--- config.mk ---
export PLATFORM = sky130hd
export DESIGN_NAME = att_prep
export DESIGN_NICKNAME = d
export VERILOG_FILES = /design/src/design/att_pkg.sv /design/src/design/att_prep.sv
export SDC_FILE = /design/constraint.sdc
export NUM_CORES = 1
export LEC_CHECK = 0
export BUFFER_PORTS_ARGS = -buffer_cell sky130_fd_sc_hd__buf_2
export CAP_MARGIN = 10
export CORE_UTILIZATION = 45
export DETAILED_ROUTE_END_ITERATION = 8
export HOLD_SLACK_MARGIN = 0.1
export PLACE_DENSITY = 0.75
export RECOVER_POWER = 25
export SETUP_SLACK_MARGIN = 0.2
export SLEW_MARGIN = 20
export SYNTH_ARGS = -nofsm -noshare
export SYNTH_HDL_FRONTEND = slang
export SYNTH_SLANG_ARGS = --single-unit
--- constraint.sdc ---
create_clock -name clk -period 22.5 [get_ports clk]
set_clock_uncertainty 0.1 [all_clocks]
set_input_delay 3.375 -clock clk [delete_from_list [all_inputs] [get_ports clk]]
set_output_delay 3.375 -clock clk [all_outputs]
set_load 0.03 [all_outputs]
--- src/design/att_pkg.sv ---
package att_pkg;

  // Component and sum widths: components are -32..31, squares reach 1024,
  // a sum of two squares reaches 2048 and the sum of all three 3072.
  localparam int RAW_W = 8;
  localparam int COMP_W = 6;
  localparam int SQ1_W = 11;
  localparam int N_W = 12;
  localparam int T_W = 12;

  // Angle search: 7 bits cover 0..89, one pipeline stage per bit.
  localparam int ANG_W = 7;
  localparam int ANG_DEPTH = 1 << ANG_W;
  localparam int ANG_MAX = 89;

  // sin^2 thresholds in unsigned fixed point with SQ_FRAC fraction bits.
  localparam int SQ_FRAC = 44;
  localparam int PROD_W = T_W + SQ_FRAC;
  localparam real SQ_SCALE = 17592186044416.0;
  localparam real PI_R = 3.14159265358979323846;

  typedef enum logic [1:0] {
    AXIS_X = 2'd0,
    AXIS_Y = 2'd1,
    AXIS_Z = 2'd2,
    AXIS_NONE = 2'd3
  } axis_t;

  typedef enum logic [1:0] {
    ST_VALID = 2'd0,
    ST_NO_AXIS = 2'd1,
    ST_UNDEF = 2'd2
  } status_t;

  // What the output stage does with an item.
  typedef enum logic [1:0] {
    KIND_SEARCH = 2'd0,
    KIND_NO_AXIS = 2'd1,
    KIND_UNDEF = 2'd2,
    KIND_RIGHT = 2'd3
  } kind_t;

  typedef struct packed {
    logic [N_W-1:0] n;
    logic [T_W-1:0] t;
    logic [ANG_W-1:0] ang;
    logic neg;
    kind_t kind;
  } att_item_t;

  typedef logic [SQ_FRAC-1:0] sin_tab_t [ANG_DEPTH];

  localparam logic signed [RAW_W-1:0] ANGLE_RIGHT = 8'sd90;

  // Entry d holds round(sin^2(d degrees) * 2^SQ_FRAC). Entries past the
  // largest angle hold all ones, which no item with a nonzero
  // denominator can reach.
  function automatic sin_tab_t build_sin_tab();
    sin_tab_t tab;
    real s;
    longint v;
    for (int d = 0; d < ANG_DEPTH; d++) begin
      if (d <= ANG_MAX) begin
        s = $sin(PI_R * d / 180.0);
        v = longint'(s * s * SQ_SCALE);
        tab[d] = v[SQ_FRAC-1:0];
      end else begin
        tab[d] = '1;
      end
    end
    return tab;
  endfunction

  localparam sin_tab_t SIN_SQ_TAB = build_sin_tab();

endpackage

--- src/design/att_prep.sv ---
module att_prep
  import att_pkg::*;
(
  input  logic                    clk,
  input  logic                    rst_n,
  input  axis_t                   axis,
  input  logic signed [RAW_W-1:0] raw_x,
  input  logic signed [RAW_W-1:0] raw_y,
  input  logic signed [RAW_W-1:0] raw_z,
  input  logic                    up_valid,
  output logic                    up_ready,
  input  logic                    dn_ready,
  output logic                    dn_valid,
  output att_item_t               dn_item
);

  // Divide by four, truncating toward zero.
  function automatic logic signed [COMP_W-1:0] div4(logic signed [RAW_W-1:0] s);
    logic signed [RAW_W-1:0] b;
    logic signed [RAW_W-1:0] q;
    b = s + (s[RAW_W-1] ? 8'sd3 : 8'sd0);
    q = b >>> 2;
    return q[COMP_W-1:0];
  endfunction

  function automatic logic [SQ1_W-1:0] square(logic signed [COMP_W-1:0] c);
    logic [COMP_W-1:0] m;
    logic [2*COMP_W-1:0] p;
    m = c[COMP_W-1] ? COMP_W'(-c) : c;
    p = (2*COMP_W)'(m) * (2*COMP_W)'(m);
    return p[SQ1_W-1:0];
  endfunction

  logic signed [COMP_W-1:0] cx, cy, cz;
  logic [SQ1_W-1:0] sx, sy, sz;
  logic [N_W-1:0] n, den;
  logic [T_W:0] t_full;
  logic neg;
  logic valid_r;
  att_item_t item_r, item_nxt;

  assign cx = div4(raw_x);
  assign cy = div4(raw_y);
  assign cz = div4(raw_z);
  assign sx = square(cx);
  assign sy = square(cy);
  assign sz = square(cz);

  always_comb begin
    case (axis)
      AXIS_X: begin
        n = N_W'(sx);
        den = N_W'(sy) + N_W'(sz);
        neg = cx[COMP_W-1];
      end
      AXIS_Y: begin
        n = N_W'(sy);
        den = N_W'(sx) + N_W'(sz);
        neg = cy[COMP_W-1];
      end
      default: begin
        n = N_W'(sx) + N_W'(sy);
        den = N_W'(sz);
        neg = cz[COMP_W-1];
      end
    endcase
  end

  assign t_full = (T_W+1)'(n) + (T_W+1)'(den);

  always_comb begin
    item_nxt.n = n;
    item_nxt.t = t_full[T_W-1:0];
    item_nxt.ang = '0;
    item_nxt.neg = neg;
    if (axis == AXIS_NONE) begin
      item_nxt.kind = KIND_NO_AXIS;
    end else if (den == '0 && n == '0) begin
      item_nxt.kind = KIND_UNDEF;
    end else if (den == '0) begin
      item_nxt.kind = KIND_RIGHT;
    end else begin
      item_nxt.kind = KIND_SEARCH;
    end
  end

  assign up_ready = !valid_r || dn_ready;

  always_ff @(posedge clk) begin
    if (!rst_n) begin
      valid_r <= 1'b0;
    end else if (up_ready) begin
      valid_r <= up_valid;
    end
  end

  always_ff @(posedge clk) begin
    if (up_ready && up_valid) begin
      item_r <= item_nxt;
    end
  end

  assign dn_valid = valid_r;
  assign dn_item = item_r;

endmodule

==> results.yml, run 1 <==
floorplanning:
  die_w_um: 116.2
  ios: 66
  chipHeight_um: 116.2
  fp.dieArea_mm2: 0.01351
  initial_utilization: 0.4633
  fp-row-count: 41
  core_mm2: 0.01267
timing:
  tns_ns: 0
  max_freq_mhz: 88.25
  hold_violations: 0
  min_period_over_period: 0.5036
  relSlewSlack: -0.007362
  drv_slew: 28
  min_period_ns: 11.33
  tightest_slew_ns: 1.511
  hold_slack_ns: 0.4298
  rsz0062_at_grt: "no"
  finalSetupViolations: 0
synthesis:
  ys_ff_latch: 28
  yosysWarnings: 0
  ys.flop_type: "edfxtp_1"
  yosysSeqAreaShare: 0.1415
  syn_avg_cell_area_um2: 8.257
  synth_edf_count: 27
  netlist-cell-type-count: 74
  syn-cell-area_mm2: 0.005871
  async_flop_share: 0
  netlist_instances: 711
cts:
  clkTransAtPathRegs_ns: 0.06
  cts_setup_buffers: 0
  post_cts_resize_count: 0
  clock-sinks: 28
  clk_path_buf_depth: 2
  cts_tree: "done"
  cts-root-buf: "clkbuf_16"
  cts_inserted_buffers: 3
  ctsHoldBuffers: 0
  worstSkewPairLatency_ns: 0.25
  cts.htree.levels: 1
setup_path:
  worstSetupPathType: "input port to flop"
  slowest_delay_ns: 0.68
  reg2reg_from: "dn_valid$_SDFFE_PN0N_"
  critPathRequiredTime_ns: 22.40
  ff2ff_path_depth: 3
  crit_fanout: 16
  cpMostUsedCell: "ha_1"
  path_buf_inv: 3
  cp.arrival_ns: 11.23
  startpoint_type: "input port"
  critical_path.top_delay_family: "adder cells"
  r2r_end: "dn_item[29]$_DFFE_PP_"
  crit_path_end_kind: "flop"
  rrSetupSlack_ns: 20.38
  crit_path_top_delay_cell: "a311oi_1"
final_layout:
  n_antenna_cell: 0
  area_growth_syn_to_layout_pct: 8.994
  final_nets: 895
  fin_area_mm2: 0.006399
  drive_above_1_share: 0.1229
status:
  violations: "capacitance limit, slew limit"
  status: "finished with violations"
routing:
  firstDrtPassIters: 4
  wire_per_inst_um: 13.59
  detail-route-antenna-nets: 0
  routed_wl_um: 12740
  post-route-drc-count: 0
  drt_iter0_markers: 332
  num_vias: 5133
  viasPerCell: 5.478
global_route:
  grt_pass1_vias: 4639
  grt.overflow.total: 0
  grt_max_degree: 53
  grt_pass1_wl_um: 21700
  antenna_found_initial: 0
  grt_usage: 0.1955
min_path:
  hold_depth: 2
  worstHoldPathType: "flop to flop"
  min_from: "dn_valid$_SDFFE_PN0N_"
  worstHoldEndpoint: "dn_valid$_SDFFE_PN0N_"
place:
  port_buffers: 58
  dpl-instance-area_mm2: 0.006324
  place_congestion: 0.8684
  dp_hpwl_um: 10350
job:
  drv_cap: 1
==> registers in the layout, summed over array words and instances, names as in the netlist <==
signal	count
dn_item	27
dn_valid	1
==> Yosys cell counts, types with 6 or more instances <==
cell type	instances	share of area
a211oi_1	6	0.0077
o2111ai_1	9	0.013
nor3_1	15	0.013
nand2_1	30	0.019
inv_1	80	0.051
a21o_1	14	0.018
mux2_2	9	0.017
nor3b_1	8	0.010
ha_1	73	0.16
xor2_1	18	0.027
a21oi_1	41	0.035
mux2i_1	13	0.022
nand2b_1	15	0.016
fa_1	26	0.089
nand3_1	18	0.015
or4b_2	6	0.010
buf_4	7	0.0090
a211o_1	6	0.0090
o21a_1	6	0.0077
nand4_1	6	0.0064
or3_1	9	0.0096
nor2_1	55	0.035
a31oi_1	12	0.013
nor2b_1	9	0.0096
o31ai_1	6	0.0077
o21ai_0	29	0.025
and2_1	6	0.0064
nor4_1	7	0.0075
clkbuf_1	17	0.011
and3_1	7	0.0075
xnor2_1	32	0.048
or2_2	6	0.0064
o211ai_1	7	0.0090
edfxtp_1	27	0.14
==> cells in the final DEF, fill, tap and decap left out, drive strengths merged, types with 13 or more instances in the layout <==
master / Yosys / layout
xnor2: 33 / 33
a21oi: 41 / 41
mux2i: 13 / 13
inv: 81 / 81
buf: 14 / 59
nand2: 30 / 30
nor2: 55 / 55
o21ai: 29 / 29
xor2: 18 / 18
edfxtp: 27 / 27
a21o: 14 / 14
ha: 73 / 73
conb: 1 / 22
fa: 26 / 26
nand2b: 15 / 15
nand3: 18 / 18
nor3: 15 / 15
==> cells by family after synthesis <==
kind of cell | share of synthesized area
simple gates | 0.2052
other cells | 0.0006388
flops | 0.1415
mux | 0.03943
xor+xnor | 0.07928
fa+ha+maj | 0.2460
compound gates | 0.2106
buf+inv | 0.07736
==> per-layer routing <==
layer / track usage / routed length, µm
met3: 0.01401 / 288
met1: 0.2746 / 6408
met2: 0.3357 / 5902
met4: 0.02564 / 138
met5: 0 / 0
==> stage by stage <==
stage | utilization | std cells | setup slack [ns]
2_1_floorplan | - | 732 | 11.76
5_1_grt | 0.5050 | 937 | 10.56
6_report | 0.5050 | 937 | 11.17
3_5_place_dp | 0.4991 | 933 | 10.91
3_3_place_gp | 0.4991 | 933 | 11.17
4_1_cts | 0.5053 | 937 | 11.17
==> worst reg2reg max path: cells and delay by family, from the launching register on <==
family / cells / cell delay, ns
flops: 1 / 0.31
simple gates: 2 / 0.21
buf+inv: 1 / 1.09
==> area by class of cell <==
cell class	instances	area (µm²)
flip-flops and latches	28	830.8
multi-input cells	591	4664
fillers	1237	6272
inverters	82	307.8
clock buffers	4	78.83
repair buffers	60	301.5
well taps	172	215.2
==> how the worst max path moves through the flow <==
stage          startpoint               endpoint  cells after the start
5_1_grt          raw_y[7]  dn_item[21]$_DFFE_PP_                     28
2_1_floorplan    raw_y[1]  dn_item[21]$_DFFE_PP_                     27
6_report         raw_y[7]  dn_item[21]$_DFFE_PP_                     28
3_3_place_gp     raw_y[7]  dn_item[21]$_DFFE_PP_                     28
3_5_place_dp     raw_y[7]  dn_item[21]$_DFFE_PP_                     28
4_1_cts          raw_y[7]  dn_item[21]$_DFFE_PP_                     28
Power of run 1 is left out: the tool's default activity adds up to more than one toggle a clock period on the data nets, which glitch-free logic cannot reach.
==> run 2, diff against run 1 <==
--- a/config.mk
+++ b/config.mk
@@ -10,7 +10,7 @@
 export CORE_UTILIZATION = 45
 export DETAILED_ROUTE_END_ITERATION = 8
 export HOLD_SLACK_MARGIN = 0.1
-export PLACE_DENSITY = 0.75
+export PLACE_DENSITY = 0.77
 export RECOVER_POWER = 25
 export SETUP_SLACK_MARGIN = 0.2
 export SLEW_MARGIN = 20
==> constraint.sdc (replaced) <==
create_clock -name clk -period 9.35 [get_ports clk]
set_clock_uncertainty 0.1 [all_clocks]
set_input_delay 1.4025 -clock clk [delete_from_list [all_inputs] [get_ports clk]]
set_output_delay 1.4025 -clock clk [all_outputs]
set_load 0.03 [all_outputs]
==> run 2 against run 1 <==
  * The run now ends clean
  * Hold slack hardly changed
  * Sequential share of layout area is 0.15 points lower
  * First-iteration DRC count is 2.4% lower
  * Critical path depth stayed put
  * Register-to-register slack worse by 13 ns
  * Sequential cell count stayed put
  * Via count is 1.6% higher
  * Cell count is 0.85% higher
  * Design area is 1.2% higher
  * Largest cell class unchanged
==> results.yml, run 2 (synthesis gave the netlist of run 1 again) <==
global_route:
  grt_usage: 0.2004
  grt_pass1_vias: 4764
  grt_pass1_wl_um: 21990
  antenna_found_initial: 0
  grt.overflow.total: 0
  grt_max_degree: 53
job:
  drv_cap: 0
setup_path:
  critPathRequiredTime_ns: 9.25
  crit_fanout: 16
  cp.arrival_ns: 8.65
  worstSetupPathType: "input port to flop"
  startpoint_type: "input port"
  crit_path_end_kind: "flop"
timing:
  hold_violations: 0
  tightest_slew_ns: 1.467
  drv_slew: 0
  layout_setup_ws_ns: 0.6020
  min_period_over_period: 0.9356
  tns_ns: 0
  finalSetupViolations: 0
  min_period_ns: 8.748
  rsz0062_at_grt: "yes"
  relSlewSlack: 0.02172
  max_freq_mhz: 114.3
final_layout:
  largest_reg_flops: 27
  drive_above_1_share: 0.1345
  n_antenna_cell: 0
  final_cell_mix: "inv_1 (80), ha_1 (73), buf_2 (58)"
  final_nets: 903
  area_growth_syn_to_layout_pct: 10.29
  regArea_um2: 830.8
  multi_input_area_mm2: 0.004671
  final_common_cell: "inv_1"
  fill_cells: 1239
routing:
  detail-route-antenna-nets: 0
  num_vias: 5214
  firstDrtPassIters: 5
  routed_wl_um: 12900
  drt_iter0_markers: 324
  post-route-drc-count: 0
  viasPerCell: 5.517
  wire_per_inst_um: 13.65
cts:
  clk_path_buf_depth: 2
  worstSkewPairLatency_ns: 0.26
  cts.htree.levels: 1
  cts-root-buf: "clkbuf_16"
  clkTransAtPathRegs_ns: 0.06
  ctsHoldBuffers: 0
  cts_inserted_buffers: 3
  cts_tree: "done"
  clock-sinks: 28
  cts_setup_buffers: 0
floorplanning:
  die_w_um: 116.2
  fp-row-count: 41
  chipHeight_um: 116.2
  core_mm2: 0.01267
  initial_utilization: 0.4633
  ios: 66
  fp.dieArea_mm2: 0.01351
min_path:
  worstHoldPathType: "flop to flop"
place:
  port_buffers: 58
  pre_cts_ws_ns: 0.3232
  place_congestion: 0.8726
  dp_hpwl_um: 10410
status:
  status: "finished, final reports clean"
==> run 2: per-layer routing <==
layer,up-vias,track usage,share of wire,wire [µm]
li1,2697,-,-,-
met1,2387,0.2791,0.49,6322
met2,110,0.3365,0.47,6002
met3,20,0.01713,0.029,378
met4,0,0.04530,0.015,197
met5,-,0,0,0
==> run 2: layout make-up <==
class / count / share of cell area
clock buffer: 4 / 0.01372
inverter: 82 / 0.04754
multi-input combinational: 591 / 0.7214
sequential: 28 / 0.1283
tap: 172 / 0.03324
timing repair buffer: 68 / 0.05585
==> run 2: repair_timing <==
action                     in CTS  in global routing
resized for setup               0                  2
setup endpoints to repair       0                  2
hold endpoints to repair        0                  0
==> run 2: worst max-delay path, stage by stage <==
cell and delay (ns):
buf_2 0.23, ha_1 0.30, a31oi_1 0.33, nor2b_1 0.16, a31oi_1 0.19, nor2_1 0.07
xnor2_1 0.24, nor2b_1 0.10, fa_1 0.50, inv_1 0.05, fa_1 0.46, fa_1 0.54
inv_1 0.04, ha_1 0.23, or3_1 0.38, o221a_2 0.27, xor2_1 0.19, mux2_2 0.30
ha_1 0.38, or4b_2 0.68, a31oi_1 0.15, a21o_1 0.12, ha_1 0.20, nand2_1 0.06
o21ai_0 0.19, or4b_2 0.62, a21oi_1 0.17, nor3b_1 0.06
==> run 2: worst paths after layout <==
path                          from                     to  slack (ns)  cells past startpoint
max                       raw_y[7]  dn_item[21]$_DFFE_PP_        0.60                     28
min          dn_valid$_SDFFE_PN0N_  dn_valid$_SDFFE_PN0N_        0.43                      2
max reg2reg  dn_valid$_SDFFE_PN0N_  dn_item[28]$_DFFE_PP_        7.26                      3
min reg2reg  dn_valid$_SDFFE_PN0N_  dn_valid$_SDFFE_PN0N_        0.43                      2
==> run 2: metrics by stage <==
step	utilization	instance area, µm²	std cells	hold WS [ns]
after floorplan	-	5949	732	0.7846
after global placement	0.5038	6384	941	0.4114
after detailed placement	0.5038	6384	941	0.4253
after CTS	0.5108	6472	945	0.4342
after global routing	0.5110	6475	945	0.4683
final	0.5110	6475	945	0.4296
Power of run 2 is left out for the same reason.
